<file path="config.mk">
export PLATFORM = sky130hd
export DESIGN_NAME = lhn_front
export DESIGN_NICKNAME = d
export VERILOG_FILES = /design/src/hw/rtl/lhn_pkg.sv /design/src/hw/rtl/lhn_front.sv
export SDC_FILE = /design/constraint.sdc
export NUM_CORES = 1
export LEC_CHECK = 0
export BUFFER_PORTS_ARGS = -buffer_cell sky130_fd_sc_hd__buf_4
export CORE_ASPECT_RATIO = 0.7
export CORE_UTILIZATION = 59
export CTS_BUF_LIST = sky130_fd_sc_hd__clkbuf_4 sky130_fd_sc_hd__clkbuf_8
export DETAILED_ROUTE_END_ITERATION = 10
export PLACE_DENSITY_LB_ADDON = 0.08
export SYNTH_ARGS = -nofsm -noshare
export SYNTH_HDL_FRONTEND = slang
export SYNTH_SLANG_ARGS = --single-unit
</file>
<file path="constraint.sdc">
create_clock -name clk -period 3.4 [get_ports clk]
set_input_delay 0.68 -clock clk [delete_from_list [all_inputs] [get_ports clk]]
set_output_delay 0.68 -clock clk [all_outputs]
set_load 0.02 [all_outputs]
</file>
<file path="src/hw/rtl/lhn_pkg.sv">
// Shared types and constants of the luma histogram normaliser.
package lhn_pkg;

    localparam int BIN_COUNT      = 256;
    localparam int BIN_BITS       = 8;
    localparam int COUNT_BITS_DEF = 24;
    localparam int OUT_COUNT_BITS = 24;
    localparam int FIFO_DEPTH_DEF = 4;

    localparam logic [15:0] LUMA_WR = 16'd19595;
    localparam logic [15:0] LUMA_WG = 16'd38470;
    localparam logic [15:0] LUMA_WB = 16'd7471;
    localparam logic [7:0]  FULL_SCALE = 8'd255;

    localparam logic [1:0] ACT_ADD   = 2'd0;
    localparam logic [1:0] ACT_READ  = 2'd1;
    localparam logic [1:0] ACT_CLEAR = 2'd2;
    localparam logic [1:0] ACT_NONE  = 2'd3;

    typedef enum logic [1:0] {
        OP_ADD   = 2'd0,
        OP_READ  = 2'd1,
        OP_CLEAR = 2'd2
    } op_t;

    typedef struct packed {
        op_t                 op;
        logic [BIN_BITS-1:0] bin;
    } entry_t;

    typedef struct packed {
        logic full;
        logic empty;
    } fifo_status_t;

endpackage

</file>
<file path="src/hw/rtl/lhn_front.sv">
// Front end: accepts transactions, computes luma and queues decoded operations.
module lhn_front
    import lhn_pkg::*;
(
    input  logic         clk,
    input  logic         rst_n,
    input  logic         req_valid,
    output logic         req_ready,
    input  logic [1:0]   action,
    input  logic [7:0]   red,
    input  logic [7:0]   green,
    input  logic [7:0]   blue,
    input  logic [7:0]   bin_select,
    input  fifo_status_t fifo_status,
    output logic         push,
    output entry_t       push_entry
);

    logic        st_valid_reg;
    logic [1:0]  action_reg;
    logic [7:0]  sel_reg;
    logic [23:0] prod_r_reg;
    logic [23:0] prod_g_reg;
    logic [23:0] prod_b_reg;
    logic        advance;
    logic        accept;
    logic [24:0] luma_sum;
    logic [8:0]  luma_raw;
    logic [7:0]  luma;

    assign advance   = !st_valid_reg || !fifo_status.full;
    assign req_ready = advance;
    assign accept    = req_valid && req_ready;

    always_ff @(posedge clk or negedge rst_n)
    begin
        if (!rst_n)
        begin
            st_valid_reg <= 1'b0;
        end
        else if (advance)
        begin
            st_valid_reg <= accept;
        end
    end

    always_ff @(posedge clk)
    begin
        if (accept)
        begin
            action_reg <= action;
            sel_reg    <= bin_select;
            prod_r_reg <= 24'(red) * 24'(LUMA_WR);
            prod_g_reg <= 24'(green) * 24'(LUMA_WG);
            prod_b_reg <= 24'(blue) * 24'(LUMA_WB);
        end
    end

    always_comb
    begin
        luma_sum = 25'(prod_r_reg) + 25'(prod_g_reg) + 25'(prod_b_reg);
        luma_raw = luma_sum[24:16];
        luma     = luma_raw[8] ? 8'hff : luma_raw[7:0];
        push     = st_valid_reg && !fifo_status.full && (action_reg != ACT_NONE);
        push_entry.op  = OP_ADD;
        push_entry.bin = luma;
        unique case (action_reg)
            ACT_ADD:
            begin
                push_entry.op  = OP_ADD;
                push_entry.bin = luma;
            end
            ACT_READ:
            begin
                push_entry.op  = OP_READ;
                push_entry.bin = sel_reg;
            end
            ACT_CLEAR:
            begin
                push_entry.op  = OP_CLEAR;
                push_entry.bin = sel_reg;
            end
            default:
            begin
                push_entry.op  = OP_ADD;
                push_entry.bin = luma;
            end
        endcase
    end

endmodule

</file>
==> impl_metrics.tcl <==
set metrics [dict create \
    status "finished, violations left" \
    violations "setup timing" \
    synth_xor_xnor_area_share_pct 4.92 \
    fin_crit_sh_pct 130 \
    layout_common_cells "buf_4, ha_1, inv_1" \
    synthesis.area_sq_um 9260 \
    setup_tns_ns -18.24 \
    multiInputGateArea_sq_um 7610 \
    port_buffers 49 \
    grtUsageTotal_pct 32.5 \
    p_leak_uw 0.00621 \
    rsz0062_at_grt "true" \
    synth_ff_type "edfxtp_1" \
    cts_buffers 9 \
    placed_area_sq_um 11800 \
    nets 1449 \
    postRouteAntennaNets 0 \
    yosys.cell_types.count 58 \
    finish.instance_area_sq_um 13100 \
    synth-compound-area-share_pct 11.4 \
    htree_num_levels 3 \
    power_density_nw_per_um2 828 \
    synthToLayoutAreaGrowth_pct 41.4 \
    final_util_pct 87.3 \
    dp_slack_ns -1.34 \
    overflow 0 \
    wl_met2_microns 14000 \
    finalSetupViolations 38 \
    cp-start-kind "primary input" \
    via_per_inst 5.84 \
    skew_ns 0.0140 \
    ir_drop_mv 0.448 \
    drc 0 \
    period_needed_ns 4.43 \
    yosysTopAreaCell "ha_1" \
    fillerInstances 704 \
    path_clk_slew_ns 0.10 \
    clockBufferDepth 2 \
    highest_layer "met5" \
    die_y_microns 107 \
    synth_top_area_share_pct 28.1 \
    cap_violations 0 \
    final_common_cell "buf_4" \
    dr.pass1.iters 5 \
    ys_warn_count 0 \
    synth_edf_count 77 \
    core_sq_um 15000 \
    antenna_found_initial 2 \
    syn_inst 849 \
    wl_met3_microns 1910 \
    grt_pass1_wl_microns 39300 \
    insertion_delay_ns 0.38 \
    start_util_pct 61.7 \
    required_ns 3.52 \
    die_w_microns 152 \
    rows 37 \
    regArea_sq_um 2340 \
    wirelength_microns 28900 \
    io_pins 51 \
    synthAdderAreaFrac_pct 45.8 \
    clock.fmax_mhz 226 \
    die_area_sq_um 16200 \
    cts_tree "yes" \
    synth_mux_area_share_pct 0.108 \
    fin_ws_ns -1.03 \
    postSynthNetCount 1178 \
    crit_fanout 3 \
    vias 7708 \
    ys_top_cells_by_area "ha_1, edfxtp_1, fa_1" \
    slew_headroom_pct 64.8 \
    met1_length_microns 12100 \
    post_drt_wl_per_cell_microns 21.9 \
    grt_pass1_vias 7890 \
    drv_slew 0 \
    hold_viol 0 \
    synth_top_family_by_area "adder cells" \
    layout-drive-gt1-share_pct 41.1 \
    tightest_slew_ns 0.526 \
    diodes 0 \
    ys_seq_elements 78 \
    place_congestion 0.882 \
    cts_root_buffer "clkbuf_8" \
    r2r_slack_ns 1.77 \
    cts_sinks 78 \
    ys_seq_area_share_pct 25.2 \
    hold_path_class "primary input to async pin" \
    synthArstFlopShare_pct 1.28 \
    synth.avg_cell_area_sq_um 10.9 \
    drtIter0Drc 464 \
    yosys.area_share.simple_pct 6.40 \
    arrival_ns 4.55 \
    place_hpwl_microns 19700 \
    cp-end-kind "flip-flop" \
    grt_max_degree 47 \
    critical_path_class "primary input to flip-flop" \
]
-- layer usage --
metal | up-vias | GRT usage [%]
met4 | 2 | 8.56
met3 | 78 | 9.32
li1 | 3497 | -
met5 | - | 0
met2 | 285 | 50.8
met1 | 3846 | 44.1
-- metrics by stage --
step	total power, uW	instances	hold slack (ns)
after CTS	9800	1307	0.0482
after detailed placement	8310	1273	0.457
after global placement	7960	1273	0.455
final	10800	1320	0.0519
after floorplan	5880	849	0.384
after global routing	11500	1320	0.0422
-- Yosys cell counts (7+ instances only) --
master,instances
o21ai_0,20
inv_1,147
xor2_1,12
xnor2_1,40
o21a_1,7
nor3_1,10
edfxtp_1,77
ha_1,208
a21oi_1,53
nand3_1,12
nand2b_1,10
a31oi_1,9
a21o_1,26
nand2_1,24
fa_1,82
nor2_1,36
-- cell families (layout without fill, tap and decap cells) --
kind of cell / Yosys count / after routing
xor gates and xnor gates: 52 / 52
adders and majority gates: 290 / 290
and+or+nand+nor: 120 / 120
buffers and inverters: 150 / 426
AOI/OAI and AO/OA: 158 / 158
DFF: 78 / 78
muxes: 1 / 1
-- critical path, cell delays in order --
cell,delay [ns]
buf_6,0.10
fa_2,0.59
inv_2,0.05
fa_1,0.49
inv_2,0.05
fa_1,0.50
inv_1,0.06
fa_1,0.51
inv_2,0.05
ha_4,0.26
o21ai_2,0.05
nand2b_1,0.12
o41ai_4,0.11
o211ai_1,0.28
a41o_1,0.28
a21o_1,0.17
a21oi_2,0.07
xnor2_1,0.13
-- worst paths after layout --
kind / start / endpoint / cells past startpoint
min in group clk: bin_select[7] / sel_reg[7] / 1
hold / removal: rst_n / st_valid_reg / 1
hold reg to reg: st_valid_reg / st_valid_reg / 2
setup reg to reg: st_valid_reg / prod_b_reg[5] / 3
setup / recovery: blue[7] / prod_b_reg[20] / 18
max in group asynchronous: rst_n / st_valid_reg / 1
-- area by class of cell --
type | instances | area share (%)
Clock buffer | 9 | 0.946
Clock inverter | 7 | 0.745
Inverter | 147 | 4.27
Multi-Input combinational cell | 621 | 58.1
Sequential cell | 78 | 17.8
Tap cell | 195 | 1.86
Timing Repair Buffer | 263 | 16.2
-- power breakdown --
| part | leakage [uW] | internal [uW] | total, uW | switching [uW] |
|---|---|---|---|---|
| Clock | 0.000107 | 416 | 808 | 392 |
| Combinational | 0.00535 | 4090 | 8370 | 4280 |
| Sequential | 0.000745 | 1500 | 1670 | 174 |
| Total | 0.00621 | 6000 | 10800 | 4840 |
-- what timing repair did --
item / 4_1_cts / 5_1_grt
setup endpoints to repair: 39 / 40
gates resized for setup: 91 / 84
setup buffers: 20 / 18
pin swaps: 68 / 62
cloned: 0 / 0
endpoints found under the hold margin: 0 / 0
hold buffers: 0 / 0
Power figures use the tool's default switching activity.
