## config.mk

```make
export PLATFORM = sky130hd
export DESIGN_NAME = lhn_fifo
export DESIGN_NICKNAME = d
export VERILOG_FILES = /design/src/hw/rtl/lhn_pkg.sv /design/src/hw/rtl/lhn_fifo.sv
export SDC_FILE = /design/constraint.sdc
export NUM_CORES = 1
export LEC_CHECK = 0
export ABC_AREA = 1
export BUFFER_PORTS_ARGS = -buffer_cell sky130_fd_sc_hd__buf_2
export CAP_MARGIN = 20
export CORE_MARGIN = 5
export CORE_UTILIZATION = 40
export CTS_CLUSTER_DIAMETER = 30
export DETAILED_ROUTE_END_ITERATION = 7
export PLACE_DENSITY_LB_ADDON = 0.1
export SYNTH_ARGS = -nofsm -noshare
export SYNTH_HDL_FRONTEND = slang
export SYNTH_SLANG_ARGS = --single-unit
```

## constraint.sdc

```tcl
create_clock -name clk -period 2.14 [get_ports clk]
set_clock_uncertainty 0.1 [all_clocks]
set_input_delay 0.321 -clock clk [delete_from_list [all_inputs] [get_ports clk]]
set_output_delay 0.321 -clock clk [all_outputs]
set_load 0.005 [all_outputs]
```

## src/hw/rtl/lhn_pkg.sv

```systemverilog
// Shared types and constants of the luma histogram normaliser.
package lhn_pkg;

    localparam int BIN_COUNT      = 256;
    localparam int BIN_BITS       = 8;
    localparam int COUNT_BITS_DEF = 24;
    localparam int OUT_COUNT_BITS = 24;
    localparam int FIFO_DEPTH_DEF = 4;

    localparam logic [15:0] LUMA_WR = 16'd19595;
    localparam logic [15:0] LUMA_WG = 16'd38470;
    localparam logic [15:0] LUMA_WB = 16'd7471;
    localparam logic [7:0]  FULL_SCALE = 8'd255;

    localparam logic [1:0] ACT_ADD   = 2'd0;
    localparam logic [1:0] ACT_READ  = 2'd1;
    localparam logic [1:0] ACT_CLEAR = 2'd2;
    localparam logic [1:0] ACT_NONE  = 2'd3;

    typedef enum logic [1:0] {
        OP_ADD   = 2'd0,
        OP_READ  = 2'd1,
        OP_CLEAR = 2'd2
    } op_t;

    typedef struct packed {
        op_t                 op;
        logic [BIN_BITS-1:0] bin;
    } entry_t;

    typedef struct packed {
        logic full;
        logic empty;
    } fifo_status_t;

endpackage

```

## src/hw/rtl/lhn_fifo.sv

```systemverilog
// Short operation queue between front and back.
module lhn_fifo
    import lhn_pkg::*;
#(
    parameter int DEPTH = FIFO_DEPTH_DEF
)
(
    input  logic         clk,
    input  logic         rst_n,
    input  logic         push,
    input  entry_t       push_entry,
    input  logic         pop,
    output entry_t       head,
    output fifo_status_t status
);

    localparam int PTR_BITS = (DEPTH > 1) ? $clog2(DEPTH) : 1;
    localparam int CNT_BITS = $clog2(DEPTH + 1);

    entry_t              slot_reg [DEPTH];
    logic [PTR_BITS-1:0] wr_ptr_reg;
    logic [PTR_BITS-1:0] rd_ptr_reg;
    logic [CNT_BITS-1:0] cnt_reg;
    logic                do_push;
    logic                do_pop;

    assign status.full  = (cnt_reg == CNT_BITS'(DEPTH));
    assign status.empty = (cnt_reg == '0);
    assign do_push      = push && !status.full;
    assign do_pop       = pop && !status.empty;
    assign head         = slot_reg[rd_ptr_reg];

    always_ff @(posedge clk or negedge rst_n)
    begin
        if (!rst_n)
        begin
            wr_ptr_reg <= '0;
            rd_ptr_reg <= '0;
            cnt_reg    <= '0;
        end
        else
        begin
            if (do_push)
            begin
                wr_ptr_reg <= (wr_ptr_reg == PTR_BITS'(DEPTH - 1)) ? '0 : wr_ptr_reg + 1'b1;
            end
            if (do_pop)
            begin
                rd_ptr_reg <= (rd_ptr_reg == PTR_BITS'(DEPTH - 1)) ? '0 : rd_ptr_reg + 1'b1;
            end
            if (do_push && !do_pop)
            begin
                cnt_reg <= cnt_reg + 1'b1;
            end
            else if (do_pop && !do_push)
            begin
                cnt_reg <= cnt_reg - 1'b1;
            end
        end
    end

    always_ff @(posedge clk)
    begin
        if (do_push)
        begin
            slot_reg[wr_ptr_reg] <= push_entry;
        end
    end

endmodule

```

==> impl_results.md, run 1 <==
* Status: finished clean
* Net Sw Frac at 0.352
* CTS root buf: clkbuf_8
* Cell Int Power at 1.95 mW
* ANT nets after route at 0
* Final Util at 0.473
* DR iter-0 viols at between 50 and 60
* Reg-to-reg critical path endpoint: cnt_reg[1]
* TritonCTS buffer count at 5
* Critical Path RT at approximately 2.2 ns
* Pwr dens at approximately 1300 mW/mm2
* Commonest non-fill, non-tap cell in the layout: nand2_1
* Hold Path Depth at 1
* Clock tree sinks at 47
* Syn nets at just under 200
* Worst-path clk slew at ~0.080 ns
* Avg Cell Area, Syn at around 12 um2
* Die height at roughly 82 um
* Grt total ovfl at 0
* Maximum vdd drop at a little under 600 uV
* Initial Util at 0.411
* GPL Wtd Cong at around 0.72
* TritonCTS clock tree: yes
* Crit end category: flop
* Normalized max-slew margin at 0.717
* Post-CTS Setup Repair Bufs at 0
* Hold EP: slot_reg[3][8]
* Final period util at 0.910
* Die W at between 80 and 90 um
* Max reg flops at 40
* Site row count at 26
* Final WS setup at between 0.15 and 0.2 ns
* Worst Max-Slew Pin Slew at roughly 0.42 ns
* Max Slew Vio Count at 0
* 1st-pass router iterations at 4
* Min Hold Slack at around 0.14 ns
* Initial antenna violation count at 0
* # resized after CTS at 0
* RR Startpoint: cnt_reg[0]
* First-pass GRT wire length at about 6 mm
* R2R Setup Slk at between 0.15 and 0.2 ns
* Maxcap violations at 0
* Synth warn at 0
* Setup TNS at 0 ns
* Clock buffer depth at 2
* Vias in the first global route at ~1200
* PnR Total Power at ~3 mW
* Layout cells sized above 1 at 0.215
* CP max FO at 7
* Gate power share at 0.387
* R2r worst-path depth at 9
* Unique masters post-synth at 18
* Synthesis-stage register bit count at 47
* # port buffers at 25
* Commonest cells after routing, fill and taps aside: 44 x nand2_1, 40 x edfxtp_1, 35 x inv_1
* RSZ-0062 raised after global routing: false
* Die area at between 0.006 and 0.007 mm2
* Routed WL per cell at between 10 and 15 um
* WP data arrival at between 2 and 2.5 ns
* Boundary Pins at 26
* Final setup vio count at 0
* DP Worst Slack at 0.192 ns
* Min-delay src: push_entry[8]
* Final Hold Vio Count at 0
* Drt via density at 4.59
* Hold buffer count at CTS at 1
* Mapped Area at ~0.0021 mm2
* Fin nets at around 230
* # fillers at approximately 460
* Worst-Skew Late Latency at ~0.29 ns
* Seq/Total Area, Yosys at 0.660
* Total track usage at 0.120
* NetSw at 1.06 mW
* Seq pwr share at 0.436
* N_diodes at 0
* LEAKAGE at ~1.1 nW
* Detailed placer's ending HPWL at 2.57 mm
* Pin count of the biggest net entering global routing at 44
* Hold Path Class: primary input to flop
* CP Launch Type: flop
* Vias at 1303
* Setup CP Type: flop to flop
* Cell count after synthesis at about 180
* Final wirelength at between 3 and 4 mm
* Maximum clock rate at around 500 MHz
* Area delta synth->final at 15.2%
* Area of the core at between 0.005 and 0.006 mm2
* DRC viols at 0
* CTS HTree Levels at 2
* Tmin final at ~1.9 ns
* Clock power frac at 0.178
==> critical path, cell delays in order (launching register included) <==
cell and delay, ns:
dfrtp_1 0.44, inv_2 0.08, nand3_1 0.14, nand2_2 0.16, inv_1 0.06, ha_1 0.21
inv_1 0.09, fa_1 0.42, nand2_1 0.07, o21ai_0 0.07
==> synthesized netlist by cell type, drive strengths merged <==
library cell	count	area share
ha	6	0.036
nand2	45	0.082
inv	36	0.065
nand4	1	0.0030
xnor2	1	0.0042
o21ai	1	0.0024
nor2	6	0.011
dfrtp	7	0.084
fa	1	0.0096
edfxtp	40	0.58
nand3	7	0.017
buf	6	0.031
o211ai	20	0.079
==> worst max path at each step <==
stage	start	cells after the start	endpoint
after floorplan	cnt_reg[0]	9	cnt_reg[1]
after global placement	cnt_reg[0]	9	cnt_reg[1]
after detailed placement	cnt_reg[0]	9	cnt_reg[1]
after CTS	cnt_reg[0]	9	cnt_reg[1]
after global routing	cnt_reg[0]	9	cnt_reg[1]
final	cnt_reg[0]	9	cnt_reg[1]
==> kinds of logic after synthesis <==
| family | count (synthesis) | synth area share |
|---|---|---|
| AO/OA/AOI/OAI | 21 | 0.0816 |
| XOR/XNOR | 1 | 0.00420 |
| adder cells (fa/ha/maj) | 7 | 0.0456 |
| buffers and inverters | 42 | 0.0960 |
| flip-flops | 47 | 0.660 |
| AND/OR/NAND/NOR | 59 | 0.113 |
==> layer usage <==
layer  vias up  GRT usage  share of wire
met5         -          0              0
met4         0     0.0449          0.014
met3         5     0.0336          0.052
met2        23      0.200           0.50
met1       621      0.149           0.44
li1        654          -              -
==> metrics by stage <==
stage,area (um2),cells
floorplan,2090,177
finish,2400,284
detailed placement,2300,275
CTS,2400,284
global placement,2300,275
global route,2400,284
==> power by group through the flow <==
stage / combinational [mW] / sequential, mW / clock, mW
6_report: 1.16 / 1.31 / 0.535
5_1_grt: 1.34 / 1.33 / 0.603
4_1_cts: 1.20 / 1.31 / 0.559
3_5_place_dp: 1.19 / 1.33 / 0
3_3_place_gp: 1.16 / 1.32 / 0
2_1_floorplan: 0.839 / 1.32 / 0
==> cell type report <==
class                   count  area (um2)  area share
repair buffers             35         203      0.0844
inverters                  36         135      0.0563
flip-flops and latches     47        1380       0.573
well taps                  70        87.6      0.0365
clock buffers               7        86.3      0.0359
clock inverters             1        5.00     0.00208
multi-input cells          88         509       0.212
No activity file was read; power rests on OpenSTA's default activity.
==> inputs of run 2 (changes only) <==
--- a/config.mk
+++ b/config.mk
@@ -9,7 +9,7 @@
 export BUFFER_PORTS_ARGS = -buffer_cell sky130_fd_sc_hd__buf_2
 export CAP_MARGIN = 20
 export CORE_MARGIN = 5
-export CORE_UTILIZATION = 40
+export CORE_UTILIZATION = 56
 export CTS_CLUSTER_DIAMETER = 30
 export DETAILED_ROUTE_END_ITERATION = 7
 export PLACE_DENSITY_LB_ADDON = 0.1
==> run 2 against run 1 <==
Wire length is 6.5% lower. Global-route usage increased by 3.5 points. Total power down 1.2%. First-iteration DRC count is the same. Clock power decreased by 6.5%. Worst hold slack got worse by 0.0033 ns. Highest routed layer is now met3. Largest power group unchanged.
==> impl_results.md, run 2 (synthesis gave the netlist of run 1 again) <==
* Status: finished clean
* Maximum clock rate at 503 MHz (-2.0%)
* Pin count of the biggest net entering global routing at 44 (unchanged)
* Commonest non-fill, non-tap cell in the layout: nand2_1
* Initial Util at 0.574 (+0.163)
* DRC viols at 0 (unchanged)
* Worst Max-Slew Pin Slew at 0.410 ns (-0.0142 ns)
* Fin area at 0.00236 mm2 (-1.7%)
* CP max FO at 7 (unchanged)
* DR iter-0 viols at 55 (unchanged)
* Total track usage at 0.155 (+0.0350)
* Fin nets at 233 (-0.43%)
* Setup CP Type: flop to flop
* Dpl cell area at 0.00227 mm2 (-1.5%)
* Grt total ovfl at 0 (unchanged)
* CTS root buf: clkbuf_8
* Tmin final at 1.99 ns (+0.0393 ns)
* TritonCTS clock tree: yes
* Routed WL per cell at 13.3 um (+1.7%)
* CP Launch Type: flop
* Site row count at 22 (-15%)
* Die W at 71.0 um (-14%)
* N_diodes at 0 (unchanged)
* RSZ-0062 raised after global routing: false
* 1st-pass router iterations at 4 (unchanged)
* Area delta synth->final at 13.2%
* Clock tree sinks at 47 (unchanged)
* Boundary Pins at 26 (unchanged)
* Die height at 71.0 um (-14%)
* Pwr dens at 1260 mW/mm2 (+0.50%)
* Final setup vio count at 0 (unchanged)
* Die area at 0.00505 mm2 (-25%)
* Final Hold Vio Count at 0 (unchanged)
* Maxcap violations at 0 (unchanged)
* First-pass GRT wire length at 5.97 mm (+1.2%)
* Drt via density at 4.87 (+6.1%)
* Vias at 1271 (-2.5%)
* Normalized max-slew margin at 0.727 (+0.00949)
* TritonCTS buffer count at 5 (unchanged)
* Clock buffer depth at 2 (unchanged)
* Maximum vdd drop at 678 uV (+15%)
* Layout cells sized above 1 at 0.211 (-0.00369)
* Setup TNS at 0 ns (unchanged)
* WP data arrival at 2.05 ns (+0.02 ns)
* # port buffers at 25 (unchanged)
* LEAKAGE at 1.05 nW (-1.5%)
* Post-CTS Setup Repair Bufs at 0 (unchanged)
* Vias in the first global route at 1280 (+3.7%)
* CTS HTree Levels at 2 (unchanged)
* Final period util at 0.929 (+0.0183)
* Max reg flops at 40 (unchanged)
* Critical Path RT at 2.20 ns (-0.02 ns)
* Max Slew Vio Count at 0 (unchanged)
* Worst-Skew Late Latency at 0.29 ns (about the same)
* Hold Path Class: primary input to flop
* ANT nets after route at 0 (unchanged)
* Final wirelength at 3.46 mm (-6.5%)
* Initial antenna violation count at 0 (unchanged)
* Worst-path clk slew at 0.08 ns (about the same)
* GPL Wtd Cong at 0.880 (+22%)
* Detailed placer's ending HPWL at 2.44 mm (-5.1%)
* Crit end category: flop
* Commonest cells after routing, fill and taps aside: 44 x nand2_1, 40 x edfxtp_1, 35 x inv_1
* Area of the core at 0.00363 mm2 (-28%)
==> run 2: layout make-up <==
| type | instances | area (um2) |
|---|---|---|
| Clock inverter | 1 | 7.51 |
| Clock buffer | 7 | 76.3 |
| Sequential cell | 47 | 1380 |
| Inverter | 36 | 135 |
| Multi-Input combinational cell | 88 | 509 |
| Tap cell | 48 | 60.1 |
| Timing Repair Buffer | 34 | 195 |
| Fill cell | 283 | 1270 |
==> run 2: repair_timing <==
item                                    CTS  global route
hold endpoints to repair                  7             0
endpoints found under the setup margin    0             1
gates resized for setup                   0             1
hold buffers                              1             0
==> run 2: final timing paths <==
path                       cells past startpoint           from  slack [ns]             end
max                                            9     cnt_reg[0]        0.15      cnt_reg[1]
min                                            1  push_entry[4]        0.13  slot_reg[3][4]
max reg2reg                                    9     cnt_reg[0]        0.15      cnt_reg[1]
min reg2reg                                    1     cnt_reg[0]        0.42      cnt_reg[0]
max in group asynchronous                      2          rst_n        1.47      cnt_reg[0]
min in group asynchronous                      2          rst_n        0.29   rd_ptr_reg[0]
==> run 2: through the flow <==
step                      power (mW)  cells  utilization  setup slack [ns]  hold slack [ns]
after floorplan                 2.16    177            -             0.347          -0.0746
after global placement          2.45    252        0.624             0.270           0.0585
after detailed placement        2.51    252        0.624             0.146           0.0627
after CTS                       3.02    261        0.649             0.133            0.123
after global routing            3.23    261        0.650            0.0281            0.117
final                           2.97    261        0.650             0.153            0.134
==> run 2: critical path, stage by stage, from the launching register on <==
cell and delay, ns:
dfrtp_2 0.44, inv_2 0.06, nand3_1 0.14, nand2_2 0.17, inv_1 0.06, ha_1 0.21, inv_1 0.10, fa_1 0.42
nand2_1 0.07, o21ai_0 0.09
==> run 2: power breakdown <==
part | total (mW) | internal [mW] | switching, mW
combinational | 1.15 | 0.459 | 0.694
sequential | 1.32 | 1.23 | 0.0927
clock | 0.500 | 0.231 | 0.269
total | 2.97 | 1.92 | 1.06
==> run 2: per-layer routing <==
metal	global-route usage	wire length (um)	vias up
met1	0.177	1420	591
li1	-	-	655
met2	0.280	1880	25
met3	0.0455	163	0
met4	0.0480	0	0
met5	0	0	-
==> inputs of run 3 (changes only) <==
--- a/config.mk
+++ b/config.mk
@@ -6,12 +6,13 @@
 export NUM_CORES = 1
 export LEC_CHECK = 0
 export ABC_AREA = 1
-export BUFFER_PORTS_ARGS = -buffer_cell sky130_fd_sc_hd__buf_2
 export CAP_MARGIN = 20
 export CORE_MARGIN = 5
-export CORE_UTILIZATION = 56
+export CORE_UTILIZATION = 60
+export CTS_BUF_LIST = sky130_fd_sc_hd__clkbuf_2
 export CTS_CLUSTER_DIAMETER = 30
 export DETAILED_ROUTE_END_ITERATION = 7
+export DONT_BUFFER_PORTS = 1
 export PLACE_DENSITY_LB_ADDON = 0.1
 export SYNTH_ARGS = -nofsm -noshare
 export SYNTH_HDL_FRONTEND = slang
==> run 3 against run 2 <==
Sequential cell count is the same. Sequential power is essentially flat. Combinational power shrank 11%. Via count shrank 2.4%. Clock power shrank 2%. Total power shrank 5.4%. Critical path type unchanged. Largest cell class unchanged. Largest power group unchanged.
==> impl_results.md, run 3 (synthesis gave the netlist of run 1 again) <==
* Status: finished clean
* Final period util at 0.921 (-0.00746)
* DR iter-0 viols at 66 (+20%)
* Die height at 69.0 um (-2.9%)
* Clock buffer depth at 2 (unchanged)
* Pin count of the biggest net entering global routing at 44 (unchanged)
* PnR Total Power at 2.81 mW (-5.4%)
* DP Worst Slack at 0.185 ns (+0.0393 ns)
* # resized after CTS at 0 (unchanged)
* Clock power frac at 0.174 (+0.006)
* CP Launch Type: flop
* Max Slew Vio Count at 0 (unchanged)
* Layout cells sized above 1 at 0.0960 (-0.115)
* N_diodes at 0 (unchanged)
* RSZ-0062 raised after global routing: false
* Cell Int Power at 1.77 mW (-7.4%)
* Worst Max-Slew Pin Slew at 0.418 ns (+0.00783 ns)
* Die area at 0.00476 mm2 (-5.7%)
* TritonCTS clock tree: yes
* # port buffers at 0 (-100%)
* Maxcap violations at 0 (unchanged)
* Final Hold Vio Count at 0 (unchanged)
* Fin nets at 218 (-6.4%)
* CTS root buf: clkbuf_2
* Seq pwr share at 0.465 (+0.021)
* Clock tree sinks at 47 (unchanged)
* Grt total ovfl at 0 (unchanged)
* Tmin final at 1.97 ns (-0.0160 ns)
* Total track usage at 0.164 (+0.00868)
* Initial antenna violation count at 0 (unchanged)
* Setup TNS at 0 ns (unchanged)
* First-pass GRT wire length at 5.33 mm (-11%)
* WP data arrival at 2.23 ns (+0.18 ns)
* Pwr dens at 1210 mW/mm2 (-3.9%)
* Net Sw Frac at 0.369 (+0.0134)
* Min Hold Slack at 0.0877 ns (-0.0465 ns)
* NetSw at 1.04 mW (-1.8%)
* Vias in the first global route at 1182 (-7.7%)
* Dpl cell area at 0.00212 mm2 (-6.3%)
* Area of the core at 0.00336 mm2 (-7.4%)
* Die W at 69.0 um (-2.9%)
* Area delta synth->final at 11.5%
* Detailed placer's ending HPWL at 2.22 mm (-8.9%)
* Routed WL per cell at 13.9 um (+4.7%)
* Normalized max-slew margin at 0.721 (-0.00522)
* Crit end category: flop
* Post-CTS Setup Repair Bufs at 0 (unchanged)
* CP max FO at 4 (-3)
* Critical Path RT at 2.40 ns (+0.20 ns)
* Final WS setup at 0.169 ns (+0.0160 ns)
* Final wirelength at 3.39 mm (-2.1%)
* Boundary Pins at 26 (unchanged)
* Commonest non-fill, non-tap cell in the layout: nand2_1
* Worst-path clk slew at 0.24 ns (+0.16 ns)
* CTS HTree Levels at 2 (unchanged)
* TritonCTS buffer count at 5 (unchanged)
* LEAKAGE at 0.988 nW (-5.7%)
* Site row count at 21 (-4.5%)
* DRC viols at 0 (unchanged)
* Worst-Skew Late Latency at 0.42 ns (+0.13 ns)
* 1st-pass router iterations at 5 (+1)
* Drt via density at 5.08 (+4.4%)
* ANT nets after route at 0 (unchanged)
* Fin area at 0.00232 mm2 (-1.5%)
* Gate power share at 0.361 (-0.027)
* Setup CP Type: flop to flop
* GPL Wtd Cong at 0.776 (-12%)
* Maximum vdd drop at 613 uV (-9.6%)
* Vias at 1240 (-2.4%)
* Maximum clock rate at 507 MHz (+0.81%)
* Hold Path Class: primary input to asynchronous set/reset pin
* Initial Util at 0.620 (+0.0461)
* Final setup vio count at 0 (unchanged)
* Max reg flops at 40 (unchanged)
* Commonest cells after routing, fill and taps aside: 44 x nand2_1, 40 x edfxtp_1, 35 x inv_1
## run 3: layer usage
layer,up-vias,track usage,part of all wire
met5,-,0,0
li1,626,-,-
met3,6,0.0648,0.065
met1,577,0.178,0.40
met4,0,0.0657,0.017
met2,31,0.285,0.52
## run 3: worst paths after layout
path,from,to,cells past startpoint,slack (ns)
worst min-delay path,rst_n,cnt_reg[1],1,0.09
worst max-delay path,cnt_reg[1],cnt_reg[2],10,0.17
worst max register to register,cnt_reg[1],cnt_reg[2],10,0.17
worst min register to register,cnt_reg[2],cnt_reg[2],2,0.46
min in group clk,cnt_reg[2],cnt_reg[2],2,0.46
max in group asynchronous,rst_n,wr_ptr_reg[1],1,1.60
## run 3: critical path: stages, from the launching register on
cell     delay [ns]
dfrtp_1        0.46
inv_1          0.10
nand3_1        0.15
nand2_1        0.16
ha_1           0.18
inv_1          0.07
fa_1           0.38
nand2_1        0.11
nand3_1        0.09
nand2_1        0.06
nand2_1        0.05
## run 3: area by class of cell
| cell class | count | area (um2) |
|---|---|---|
| Sequential cell | 47 | 1380 |
| Fill cell | 275 | 1040 |
| Multi-Input combinational cell | 88 | 509 |
| Timing Repair Buffer | 19 | 175 |
| Inverter | 36 | 135 |
| Tap cell | 46 | 57.6 |
| Clock inverter | 3 | 46.3 |
| Clock buffer | 5 | 25.0 |
## run 3: repair_timing
item	CTS	global route
hold buffers	13	0
hold endpoints to repair	51	0
setup endpoints to repair	0	0
## run 3: through the flow
step	util	std cells
floorplan	-	177
global placement	0.631	223
detailed placement	0.631	223
CTS	0.691	244
global route	0.691	244
finish	0.691	244
## run 3: power groups by stage
stage / combinational, mW / sequential, mW / clock (mW)
detailed placement: 1.00 / 1.33 / 0
floorplan: 0.839 / 1.32 / 0
CTS: 1.04 / 1.31 / 0.500
global route: 1.16 / 1.33 / 0.538
finish: 1.02 / 1.31 / 0.488
global placement: 0.960 / 1.32 / 0
